File: config.mk
export PLATFORM = sky130hd
export DESIGN_NAME = calendar_to_epoch_seconds_flat
export DESIGN_NICKNAME = d
export VERILOG_FILES = /design/src/rtl/core/ctes_pkg.sv /design/src/rtl/core/ctes_ifs.sv /design/src/rtl/core/ctes_front.sv /design/src/rtl/core/ctes_roll.sv /design/src/rtl/core/ctes_days.sv /design/src/rtl/core/ctes_scale.sv /design/src/rtl/core/calendar_to_epoch_seconds.sv /design/src/flat_wrapper.sv
export SDC_FILE = /design/constraint.sdc
export NUM_CORES = 1
export LEC_CHECK = 0
export ABC_AREA = 1
export BUFFER_PORTS_ARGS = -buffer_cell sky130_fd_sc_hd__buf_2
export CAP_MARGIN = 20
export CORE_MARGIN = 3
export CORE_UTILIZATION = 46
export CTS_BUF_LIST = sky130_fd_sc_hd__clkbuf_16
export CTS_CLUSTER_SIZE = 30
export DETAILED_ROUTE_END_ITERATION = 16
export GPL_TIMING_DRIVEN = 0
export SLEW_MARGIN = 15
export SYNTH_ARGS = -nofsm -noshare
export SYNTH_HDL_FRONTEND = slang
export SYNTH_SLANG_ARGS = --single-unit
File: constraint.sdc
create_clock -name clk -period 8.3 [get_ports clk]
set_input_delay 2.075 -clock clk [delete_from_list [all_inputs] [get_ports clk]]
set_output_delay 2.075 -clock clk [all_outputs]
set_load 0.02 [all_outputs]
File: src/rtl/core/ctes_pkg.sv
// Types, constants and calendar tables of the calendar-to-epoch converter
package ctes_pkg;

  localparam logic [15:0] YEAR_MIN     = 16'd2008;
  localparam logic [15:0] YEAR_MAX     = 16'd2100;
  localparam int          EPOCH_YEAR   = 1970;
  localparam int          LEAP_ANCHOR  = 1968;   // a leap year on or before the epoch
  localparam int          SKIP_YEAR    = 2100;   // century year that is not a leap year
  localparam logic [4:0]  HOUR_MAX     = 5'd25;
  localparam logic [5:0]  MINSEC_MAX   = 6'd61;
  localparam logic [5:0]  MINSEC_WRAP  = 6'd60;
  localparam logic [5:0]  HOUR_WRAP    = 6'd24;
  localparam logic [3:0]  MONTH_LAST   = 4'd11;
  localparam int          ROLL_STEPS   = 3;
  localparam logic [32:0] DAY_SECONDS  = 33'd86400;
  localparam logic [32:0] TOTAL_MAX    = 33'd2147483647;

  // Year offsets from YEAR_MIN
  localparam logic [6:0]  SKIP_OFF     = 7'(SKIP_YEAR - 2008);
  localparam logic [7:0]  YEARS_BASE   = 8'(2008 - EPOCH_YEAR);
  localparam logic [7:0]  LEAP_BASE    = 8'(2008 - 1 - LEAP_ANCHOR);

  typedef struct packed {
    logic [15:0] year;
    logic [3:0]  month;
    logic [4:0]  day_of_month;
    logic [4:0]  hour;
    logic [5:0]  minute;
    logic [5:0]  second;
  } in_t;

  // Date with the time of day carried and normalised
  typedef struct packed {
    logic       ok;
    logic [6:0] yoff;   // year - YEAR_MIN
    logic [3:0] mon;    // 0..11
    logic [4:0] day;    // 0-based day, may still pass the month end
    logic [4:0] hr;
    logic [5:0] mi;
    logic [5:0] se;
  } date_t;

  typedef struct packed {
    logic        ok;
    logic [15:0] days;  // days since the epoch
    logic [16:0] tod;   // seconds into the day
  } count_t;

  function automatic logic leap_of(input logic [6:0] yoff);
    return (yoff[1:0] == 2'd0) && (yoff != SKIP_OFF);
  endfunction

  function automatic logic [4:0] month_len(input logic leap, input logic [3:0] m);
    logic [4:0] len;
    case (m)
      4'd1:                 len = leap ? 5'd29 : 5'd28;
      4'd3, 4'd5, 4'd8, 4'd10: len = 5'd30;
      default:              len = 5'd31;
    endcase
    return len;
  endfunction

  function automatic logic [8:0] days_before_month(input logic leap, input logic [3:0] m);
    logic [8:0] base;
    case (m)
      4'd0:    base = 9'd0;
      4'd1:    base = 9'd31;
      4'd2:    base = 9'd59;
      4'd3:    base = 9'd90;
      4'd4:    base = 9'd120;
      4'd5:    base = 9'd151;
      4'd6:    base = 9'd181;
      4'd7:    base = 9'd212;
      4'd8:    base = 9'd243;
      4'd9:    base = 9'd273;
      4'd10:   base = 9'd304;
      default: base = 9'd334;
    endcase
    return ((m > 4'd1) && leap) ? base + 9'd1 : base;
  endfunction

endpackage

File: src/rtl/core/ctes_ifs.sv
// Handshake channels of the calendar-to-epoch converter
interface ctes_in_if;
  logic        valid;
  logic        ready;
  logic [15:0] year;
  logic [3:0]  month;
  logic [4:0]  day_of_month;
  logic [4:0]  hour;
  logic [5:0]  minute;
  logic [5:0]  second;

  modport source (output valid, year, month, day_of_month, hour, minute, second,
                  input ready);
  modport sink   (input valid, year, month, day_of_month, hour, minute, second,
                  output ready);
endinterface

interface ctes_out_if;
  logic        valid;
  logic        ready;
  logic [30:0] epoch_seconds;

  modport source (output valid, epoch_seconds, input ready);
  modport sink   (input valid, epoch_seconds, output ready);
endinterface

File: src/rtl/core/ctes_front.sv
// First stage: range check and carry of seconds, minutes and hours
module ctes_front
  import ctes_pkg::*;
(
  input  logic  clk,
  input  logic  rst_n,
  input  logic  vld_i,
  output logic  rdy_o,
  input  in_t   data_i,
  output logic  vld_o,
  input  logic  rdy_i,
  output date_t data_o
);

  logic  vld_r;
  date_t data_r;
  date_t data_nxt;

  always_comb begin
    logic       se_c;
    logic       mi_c;
    logic       hr_c;
    logic [6:0] mi_s;
    logic [5:0] hr_s;

    se_c = data_i.second >= MINSEC_WRAP;
    mi_s = 7'(data_i.minute) + 7'(se_c);
    mi_c = mi_s >= 7'(MINSEC_WRAP);
    hr_s = 6'(data_i.hour) + 6'(mi_c);
    hr_c = hr_s >= HOUR_WRAP;

    data_nxt.ok   = (data_i.year >= YEAR_MIN) && (data_i.year <= YEAR_MAX) &&
                    (data_i.month >= 4'd1) && (data_i.month <= 4'd12) &&
                    (data_i.day_of_month != 5'd0) && (data_i.hour <= HOUR_MAX) &&
                    (data_i.minute <= MINSEC_MAX) && (data_i.second <= MINSEC_MAX);
    data_nxt.yoff = 7'(data_i.year - YEAR_MIN);
    data_nxt.mon  = data_i.month - 4'd1;
    data_nxt.day  = data_i.day_of_month - 5'd1 + 5'(hr_c);
    data_nxt.se   = se_c ? data_i.second - MINSEC_WRAP : data_i.second;
    data_nxt.mi   = mi_c ? 6'(mi_s - 7'(MINSEC_WRAP)) : 6'(mi_s);
    data_nxt.hr   = hr_c ? 5'(hr_s - HOUR_WRAP) : 5'(hr_s);
  end

  assign rdy_o = !vld_r || rdy_i;

  always_ff @(posedge clk) begin
    if (!rst_n) begin
      vld_r <= 1'b0;
    end else if (rdy_o) begin
      vld_r <= vld_i;
    end
  end

  always_ff @(posedge clk) begin
    if (vld_i && rdy_o) begin
      data_r <= data_nxt;
    end
  end

  assign vld_o  = vld_r;
  assign data_o = data_r;

endmodule

File: src/rtl/core/ctes_roll.sv
// Second stage: roll the day over month and year ends
module ctes_roll
  import ctes_pkg::*;
(
  input  logic  clk,
  input  logic  rst_n,
  input  logic  vld_i,
  output logic  rdy_o,
  input  date_t data_i,
  output logic  vld_o,
  input  logic  rdy_i,
  output date_t data_o
);

  logic  vld_r;
  date_t data_r;
  date_t data_nxt;

  // Once a step finds the day inside its month the later steps change nothing
  always_comb begin
    logic [4:0] len;
    data_nxt = data_i;
    for (int i = 0; i < ROLL_STEPS; i++) begin
      len = month_len(leap_of(data_nxt.yoff), data_nxt.mon);
      if (data_nxt.day >= len) begin
        data_nxt.day = data_nxt.day - len;
        if (data_nxt.mon == MONTH_LAST) begin
          data_nxt.mon  = 4'd0;
          data_nxt.yoff = data_nxt.yoff + 7'd1;
        end else begin
          data_nxt.mon = data_nxt.mon + 4'd1;
        end
      end
    end
  end

  assign rdy_o = !vld_r || rdy_i;

  always_ff @(posedge clk) begin
    if (!rst_n) begin
      vld_r <= 1'b0;
    end else if (rdy_o) begin
      vld_r <= vld_i;
    end
  end

  always_ff @(posedge clk) begin
    if (vld_i && rdy_o) begin
      data_r <= data_nxt;
    end
  end

  assign vld_o  = vld_r;
  assign data_o = data_r;

endmodule

File: src/rtl/core/ctes_days.sv
// Third stage: day count since the epoch and seconds into the day
module ctes_days
  import ctes_pkg::*;
(
  input  logic   clk,
  input  logic   rst_n,
  input  logic   vld_i,
  output logic   rdy_o,
  input  date_t  data_i,
  output logic   vld_o,
  input  logic   rdy_i,
  output count_t data_o
);

  logic   vld_r;
  count_t data_r;
  count_t data_nxt;

  always_comb begin
    logic [7:0]  yrs;
    logic [7:0]  leaps;
    logic [15:0] yr_days;
    logic [8:0]  mon_days;

    yrs      = 8'(data_i.yoff) + YEARS_BASE;
    // Leap years from the epoch up to the year before; the skipped century
    // only counts against a year that follows it
    leaps    = ((8'(data_i.yoff) + LEAP_BASE) >> 2) -
               8'(data_i.yoff > SKIP_OFF);
    yr_days  = 16'(yrs) * 16'd365;
    mon_days = days_before_month(leap_of(data_i.yoff), data_i.mon);

    data_nxt.ok   = data_i.ok;
    data_nxt.days = yr_days + 16'(leaps) + 16'(mon_days) + 16'(data_i.day);
    data_nxt.tod  = 17'(data_i.hr) * 17'd3600 + 17'(data_i.mi) * 17'd60 +
                    17'(data_i.se);
  end

  assign rdy_o = !vld_r || rdy_i;

  always_ff @(posedge clk) begin
    if (!rst_n) begin
      vld_r <= 1'b0;
    end else if (rdy_o) begin
      vld_r <= vld_i;
    end
  end

  always_ff @(posedge clk) begin
    if (vld_i && rdy_o) begin
      data_r <= data_nxt;
    end
  end

  assign vld_o  = vld_r;
  assign data_o = data_r;

endmodule

File: src/rtl/core/ctes_scale.sv
// Last stage: scale days to seconds, give zero on overflow, hold the output word
module ctes_scale
  import ctes_pkg::*;
(
  input  logic        clk,
  input  logic        rst_n,
  input  logic        vld_i,
  output logic        rdy_o,
  input  count_t      data_i,
  output logic        vld_o,
  input  logic        rdy_i,
  output logic [30:0] secs_o
);

  logic        vld_r;
  logic [30:0] secs_r;
  logic [30:0] secs_nxt;
  logic [32:0] total;

  assign total    = 33'(data_i.days) * DAY_SECONDS + 33'(data_i.tod);
  assign secs_nxt = (data_i.ok && (total <= TOTAL_MAX)) ? total[30:0] : '0;

  assign rdy_o = !vld_r || rdy_i;

  always_ff @(posedge clk) begin
    if (!rst_n) begin
      vld_r <= 1'b0;
    end else if (rdy_o) begin
      vld_r <= vld_i;
    end
  end

  always_ff @(posedge clk) begin
    if (vld_i && rdy_o) begin
      secs_r <= secs_nxt;
    end
  end

  assign vld_o  = vld_r;
  assign secs_o = secs_r;

endmodule

File: src/rtl/core/calendar_to_epoch_seconds.sv
// Top level of the calendar date and time to epoch seconds converter
//
// Usage:
//   in_ch carries one calendar word per handshake: year, month, day_of_month,
//   hour, minute and second. out_ch returns one word per input word: the
//   count of seconds since 1970-01-01 00:00:00, or zero when a field is out
//   of range or the instant lies beyond the 31-bit limit in January 2038.
//   A word moves on a rising clk edge with valid and ready both high.
// Pipeline and throughput:
//   a taken word passes the four pipeline registers (carry, month roll, day
//   count, scale) in that order to out_ch, and each holds one word; one word
//   per cycle sustained while out_ch.ready stays high.
// Reset:
//   rst_n low at a clk edge empties every stage; nothing else is kept.
// Back-pressure:
//   out_ch.ready low holds the output word; each stage still takes a word
//   while its own register is empty, so bubbles close up before in_ch
//   stalls, and no word is dropped or repeated.
module calendar_to_epoch_seconds
  import ctes_pkg::*;
(
  input  logic              clk,
  input  logic              rst_n,
  ctes_in_if.sink           in_ch,
  ctes_out_if.source        out_ch
);

  in_t    in_word;
  logic   s1_vld;
  logic   s1_rdy;
  date_t  s1_data;
  logic   s2_vld;
  logic   s2_rdy;
  date_t  s2_data;
  logic   s3_vld;
  logic   s3_rdy;
  count_t s3_data;

  // Gather the channel fields into one word
  assign in_word = '{year:         in_ch.year,
                     month:        in_ch.month,
                     day_of_month: in_ch.day_of_month,
                     hour:         in_ch.hour,
                     minute:       in_ch.minute,
                     second:       in_ch.second};

  // Validate and carry the time of day
  ctes_front u_front (
    .clk    (clk),
    .rst_n  (rst_n),
    .vld_i  (in_ch.valid),
    .rdy_o  (in_ch.ready),
    .data_i (in_word),
    .vld_o  (s1_vld),
    .rdy_i  (s1_rdy),
    .data_o (s1_data)
  );

  // Roll the day past month ends
  ctes_roll u_roll (
    .clk    (clk),
    .rst_n  (rst_n),
    .vld_i  (s1_vld),
    .rdy_o  (s1_rdy),
    .data_i (s1_data),
    .vld_o  (s2_vld),
    .rdy_i  (s2_rdy),
    .data_o (s2_data)
  );

  // Count days since the epoch and seconds into the day
  ctes_days u_days (
    .clk    (clk),
    .rst_n  (rst_n),
    .vld_i  (s2_vld),
    .rdy_o  (s2_rdy),
    .data_i (s2_data),
    .vld_o  (s3_vld),
    .rdy_i  (s3_rdy),
    .data_o (s3_data)
  );

  // Scale to seconds and hold the result word
  ctes_scale u_scale (
    .clk    (clk),
    .rst_n  (rst_n),
    .vld_i  (s3_vld),
    .rdy_o  (s3_rdy),
    .data_i (s3_data),
    .vld_o  (out_ch.valid),
    .rdy_i  (out_ch.ready),
    .secs_o (out_ch.epoch_seconds)
  );

endmodule

File: src/flat_wrapper.sv
// flat-port wrapper written by rule: the top's interface ports become plain ports
module calendar_to_epoch_seconds_flat import ctes_pkg::*;
  (clk, rst_n, in_ch_valid, in_ch_year, in_ch_month, in_ch_day_of_month, in_ch_hour, in_ch_minute, in_ch_second, in_ch_ready, out_ch_valid, out_ch_epoch_seconds, out_ch_ready);
  ctes_in_if in_ch_i ();
  ctes_out_if out_ch_i ();
  input  logic clk;
  input  logic rst_n;
  input wire logic [$bits(in_ch_i.valid)-1:0] in_ch_valid;
  input wire logic [$bits(in_ch_i.year)-1:0] in_ch_year;
  input wire logic [$bits(in_ch_i.month)-1:0] in_ch_month;
  input wire logic [$bits(in_ch_i.day_of_month)-1:0] in_ch_day_of_month;
  input wire logic [$bits(in_ch_i.hour)-1:0] in_ch_hour;
  input wire logic [$bits(in_ch_i.minute)-1:0] in_ch_minute;
  input wire logic [$bits(in_ch_i.second)-1:0] in_ch_second;
  output wire logic [$bits(in_ch_i.ready)-1:0] in_ch_ready;
  output wire logic [$bits(out_ch_i.valid)-1:0] out_ch_valid;
  output wire logic [$bits(out_ch_i.epoch_seconds)-1:0] out_ch_epoch_seconds;
  input wire logic [$bits(out_ch_i.ready)-1:0] out_ch_ready;
  assign in_ch_i.valid = in_ch_valid;
  assign in_ch_i.year = in_ch_year;
  assign in_ch_i.month = in_ch_month;
  assign in_ch_i.day_of_month = in_ch_day_of_month;
  assign in_ch_i.hour = in_ch_hour;
  assign in_ch_i.minute = in_ch_minute;
  assign in_ch_i.second = in_ch_second;
  assign in_ch_ready = in_ch_i.ready;
  assign out_ch_valid = out_ch_i.valid;
  assign out_ch_epoch_seconds = out_ch_i.epoch_seconds;
  assign out_ch_i.ready = out_ch_ready;
  calendar_to_epoch_seconds u_core (.clk(clk), .rst_n(rst_n), .in_ch(in_ch_i), .out_ch(out_ch_i));
endmodule
==> results of run 1 <==
## logic make-up (layout without fill, tap and decap cells)
family	count (synthesis)	count (layout)	synth area share, %
muxes	3	3	0.215
adders and majority gates	337	337	31.0
AOI/OAI and AO/OA	156	156	5.63
buffers and inverters	388	500	9.60
and+or+nand+nor	647	647	20.0
other	2	2	0.0478
DFF	146	146	27.1
xor gates and xnor gates	113	113	6.44
## per-stage QoR
step / worst slack, ps / area, um^2 / std cells / hold slack (ps) / util, %
2_1_floorplan: 2190 / 15700 / 1792 / 400 / -
3_3_place_gp: 1110 / 16700 / 2318 / 402 / 49.6
3_5_place_dp: 961 / 16700 / 2320 / 405 / 49.8
4_1_cts: 894 / 17300 / 2352 / 415 / 51.5
5_1_grt: 52.9 / 17300 / 2352 / 422 / 51.5
6_report: 958 / 17300 / 2352 / 414 / 51.5
## per-layer routing
layer | wire length (um) | vias up | global-route usage, % | share of wire [%]
met4 | 516 | 4 | 5.11 | 1.7
met5 | 21 | - | 0 | 0.070
li1 | - | 5989 | - | -
met3 | 849 | 42 | 2.92 | 2.8
met2 | 15000 | 136 | 31.2 | 50
met1 | 13800 | 5313 | 21.8 | 46
## layout make-up
| class | instances | area (um^2) | area share (%) |
|---|---|---|---|
| buffer | 7 | 78.8 | 0.455 |
| inverter | 381 | 1430 | 8.26 |
| tap | 448 | 561 | 3.24 |
| sequential | 146 | 4250 | 24.6 |
| timing repair buffer | 80 | 438 | 2.53 |
| multi-input combinational | 1258 | 9960 | 57.6 |
| clock buffer | 17 | 425 | 2.46 |
| clock inverter | 15 | 156 | 0.904 |
## layout by cell type (no fill, tap or decap), types with 11 or more instances in the layout
master	synthesis	routed
nand2_1	320	320
ha_1	250	250
fa_1	87	87
nand4_1	29	29
dfxtp_1	13	13
buf_2	0	78
nand2_2	16	16
o21ai_0	48	48
clkbuf_16	0	17
nor3_2	32	32
edfxtp_1	133	133
inv_2	15	17
nand3_2	11	11
xnor2_1	31	31
nor2_1	96	94
a21oi_1	67	67
nand3_1	90	90
xor2_1	79	79
nor3_1	15	15
inv_1	366	365
## registers in the layout, indices dropped and copies added, names as in the netlist, named ones only
signal and count:
u_core.u_roll.vld_o 1, u_core.u_days.data_o 34, u_core.u_scale.vld_o 1, u_core.u_roll.data_o 34, u_core.u_days.vld_o 1, u_core.u_front.vld_o 1
u_core.u_scale.secs_o 31, u_core.u_front.data_o 34
## worst max-delay path by stage
| stage | to | cells past startpoint |
|---|---|---|
| 4_1_cts | flop | 45 |
| 3_3_place_gp | flop | 46 |
| 5_1_grt | flop | 48 |
| 3_5_place_dp | flop | 45 |
| 6_report | flop | 48 |
| 2_1_floorplan | flop | 48 |
==> results.yml, run 1 <==
run_status:
  status: "complete, no violations"
placement:
  io_buffers: 78
  gp_congestion: 0.876
  dp_hpwl_um: 25800
sta:
  slew_violations: 0
  maxSlewHeadroom_pct: 36.6
  tns_ps: 0
  setup_viol_count_final: 0
  fin_crit_sh_pct: 88.5
  rsz0062_at_grt: "no"
  period_minus_slack_ps: 7340
  timing.fmax_ghz: 0.136
  tightestPinTransition_ps: 937
  skew_ps: 22.1
  final_hold_viol_count: 0
global_route:
  antenna_found_initial: 2
  grt_start_max_net_pins: 41
  grt_pass1_wl_um: 52200
  grt_overflow: 0
  grt_pass1_vias: 11500
  grt_usage_pct: 17.5
clock_tree:
  clock_path_buffers: 2
  cts_hold_buf: 0
  htreeDepth: 4
  cts_setup_buffers: 0
  clk_pin_slew_worst_paths_ps: 70
  clock-sinks: 146
  cts_root_buffer: "clkbuf_16"
  cts-resized-gates: 0
  cts_tree: "built"
  clkLatencyLatePin_ps: 450
  cts_inserted_buffers: 17
worst_setup_path:
  crit_path_start: "u_core.u_front.data_o[23]$_DFFE_PP_"
  end_kind: "flop"
  reg2reg_setup_slack_ps: 960
  reg2reg_depth: 48
  crit_family: "simple AND/OR/NAND/NOR gates"
  crit_slowest_cell: "edfxtp_1"
  worst-endpoint-required_ps: 8680
  crit_arrival_ps: 7720
  critPathBufInv: 8
  cpPeakStageDelay_ps: 450
  crit_path_frequent_cell: "nand2_1"
  crit_type: "reg2reg"
  r2r_start: "u_core.u_front.data_o[23]$_DFFE_PP_"
  path_max_fanout: 9
  crit_path_start_kind: "flop"
logic_synthesis:
  ys_types: 52
  yosys_warnings: 0
  synthesis.area_um2: 15700
  avgSynthCellArea_um2: 8.77
  synth_nets: 2175
  synth_edf_count: 133
  netlist_instances: 1792
  async_flop_share_pct: 0
  ys_top_cells_by_area: "edfxtp_1 25%, ha_1 20%, fa_1 11%"
  ys_seq_elements: 146
  yosysMostFrequentCell: "inv_1"
  synth_common_cells: "366 x inv_1, 320 x nand2_1, 250 x ha_1"
  synth-seq-area-share_pct: 27.1
  synth_top_area_cell: "edfxtp_1"
  synth_top_area_share_pct: 25.4
  synth_flop_cell: "edfxtp_1"
die:
  boundaryPins: 79
  die_w_um: 191
  core.rowCount: 67
  start_util_pct: 46.7
  die_h_um: 191
  core_area_um2: 33600
  die_area_um2: 36400
route:
  routed_wl_um: 30100
  drt_iter0_markers: 412
  vias: 11500
  firstDrtPassIters: 4
  viasPerCell: 4.88
  drc: 0
  wl_per_cell_um: 12.8
  ant_nets: 0
cells_and_area:
  antenna_cells: 0
  drive_gt1_share_pct: 12.3
  fillers: 3138
  area_delta_synth_final_pct: 10.2
  fin_nets: 2274
flow_run:
  cap_violations: 0
min_path:
  min_from: "u_core.u_front.data_o[5]$_DFFE_PP_"
  hold_class: "reg2reg"
  whs_path_depth: 0
  holdPathEnd: "u_core.u_roll.data_o[5]$_DFFE_PP_"
Power of run 1 is left out: the tool's default activity adds up to more than one toggle a clock period on the data nets, which glitch-free logic cannot reach.
==> run 2: changes to the inputs <==
--- a/config.mk
+++ b/config.mk
@@ -14,6 +14,7 @@
 export CTS_CLUSTER_SIZE = 30
 export DETAILED_ROUTE_END_ITERATION = 16
 export GPL_TIMING_DRIVEN = 0
+export REMOVE_ABC_BUFFERS = 1
 export SLEW_MARGIN = 15
 export SYNTH_ARGS = -nofsm -noshare
 export SYNTH_HDL_FRONTEND = slang
==> results.yml, run 2 (synthesis gave the netlist of run 1 again) <==
run_status:
  status: "complete, no violations"
global_route:
  grt_start_max_net_pins: 41
  grt_pass1_vias: 11300
  grt_overflow: 0
  grtUsageMet3_pct: 3.22
  grt_usage_pct: 17.2
  grtUsageMet2_pct: 31.2
  grt_use_met1_pct: 21.2
  antenna_found_initial: 2
  grt_pass1_wl_um: 51400
  busiest_layer: "met2"
clock_tree:
  cts-resized-gates: 0
  cts_tree: "built"
  clkLatencyLatePin_ps: 440
  cts_hold_buf: 0
  cts_root_buffer: "clkbuf_16"
  clk_pin_slew_worst_paths_ps: 80
  cts_inserted_buffers: 17
  clock_path_buffers: 2
  htreeDepth: 4
  clock-sinks: 146
  cts_setup_buffers: 0
min_path:
  hold_class: "reg2reg"
  holdPathEnd: "u_core.u_roll.data_o[10]$_DFFE_PP_"
  whs_path_depth: 0
  min_from: "u_core.u_front.data_o[10]$_DFFE_PP_"
route:
  viasPerCell: 4.85
  vias: 11400
  drc: 0
  firstDrtPassIters: 7
  wl_per_cell_um: 12.7
  routed_wl_um: 29700
  drt_iter0_markers: 391
  ant_nets: 0
placement:
  dp_cells: 2313
  gp_congestion: 0.868
  dp_hpwl_um: 25200
  io_buffers: 78
worst_setup_path:
  cpPeakStageDelay_ps: 460
  path_max_fanout: 10
  r2r_start: "u_core.u_front.data_o[22]$_DFFE_PP_"
  crit_path_frequent_cell: "nand2_1"
  crit_path_start_kind: "flop"
  reg2reg_setup_slack_ps: 980
  end_kind: "flop"
  reg2reg_depth: 46
  worst-endpoint-required_ps: 8690
  crit_slowest_cell: "edfxtp_1"
  crit_arrival_ps: 7700
  crit_type: "reg2reg"
cells_and_area:
  postLayoutCoreUtil_pct: 51.3
  fillers: 3170
  fin_nets: 2267
  antenna_cells: 0
  fin_cells: 2345
  layout_common_cells: "364 x inv_1, 320 x nand2_1, 250 x ha_1, 133 x edfxtp_1, 94 x nor2_1"
  area_delta_synth_final_pct: 9.74
  drive_gt1_share_pct: 12.0
  layout_commonest_cell: "inv_1"
sta:
  setup_viol_count_final: 0
  maxSlewHeadroom_pct: 36.0
  final_hold_viol_count: 0
  period_minus_slack_ps: 7320
  rsz0062_at_grt: "no"
  tns_ps: 0
  skew_ps: 10.7
  slew_violations: 0
  tightestPinTransition_ps: 958
  fin_crit_sh_pct: 88.2
  timing.fmax_ghz: 0.137
die:
  start_util_pct: 46.7
  boundaryPins: 79
  core.rowCount: 67
  die_w_um: 191
  die_area_um2: 36400
  core_area_um2: 33600
  die_h_um: 191
flow_run:
  cap_violations: 0
[run 2: cell types whose count changed in the layout (fill, tap and decap cells not counted), sizes merged]
cell | before | now
buf | 87 | 80
bufinv | 1 | 0
clkbuf | 17 | 18
clkinvlp | 3 | 0
inv | 388 | 391
[run 2: how the worst max path moves through the flow]
stage,startpoint,end
floorplan,u_core.u_front.data_o[22]$_DFFE_PP_,flop
global placement,u_core.u_front.data_o[22]$_DFFE_PP_,flop
detailed placement,u_core.u_front.data_o[22]$_DFFE_PP_,flop
CTS,u_core.u_front.data_o[23]$_DFFE_PP_,flop
global route,u_core.u_front.data_o[23]$_DFFE_PP_,flop
finish,u_core.u_front.data_o[22]$_DFFE_PP_,flop
[run 2: critical path: cells and delay by family, from the launching register on]
| family | cells | cell delay (ps) |
|---|---|---|
| adders and majority gates | 6 | 1540 |
| buffers and inverters | 7 | 660 |
| AOI/OAI and AO/OA | 7 | 1150 |
| xor gates and xnor gates | 1 | 360 |
| and+or+nand+nor | 25 | 3070 |
| DFF | 1 | 460 |
[run 2: layout make-up]
type	instances	area (um^2)	share of cell area, %
clock buffer	18	450	2.61
inverter	381	1430	8.29
clock inverter	14	153	0.885
sequential	146	4250	24.7
tap	448	561	3.25
timing repair buffer	80	430	2.50
multi-input combinational	1258	9960	57.8
[run 2: through the flow]
step	hold WS, ps	worst slack (ps)	area (um^2)
finish	416	982	17200
global route	418	178	17200
CTS	415	933	17200
detailed placement	405	1040	16600
global placement	402	1130	16600
floorplan	400	2190	15600
[run 2: per-layer routing]
metal,wire length (um),vias to the layer above
li1,-,5989
met1,13400,5212
met2,15000,139
met3,872,27
met4,347,4
met5,32,-
Power of run 2 is left out for the same reason.
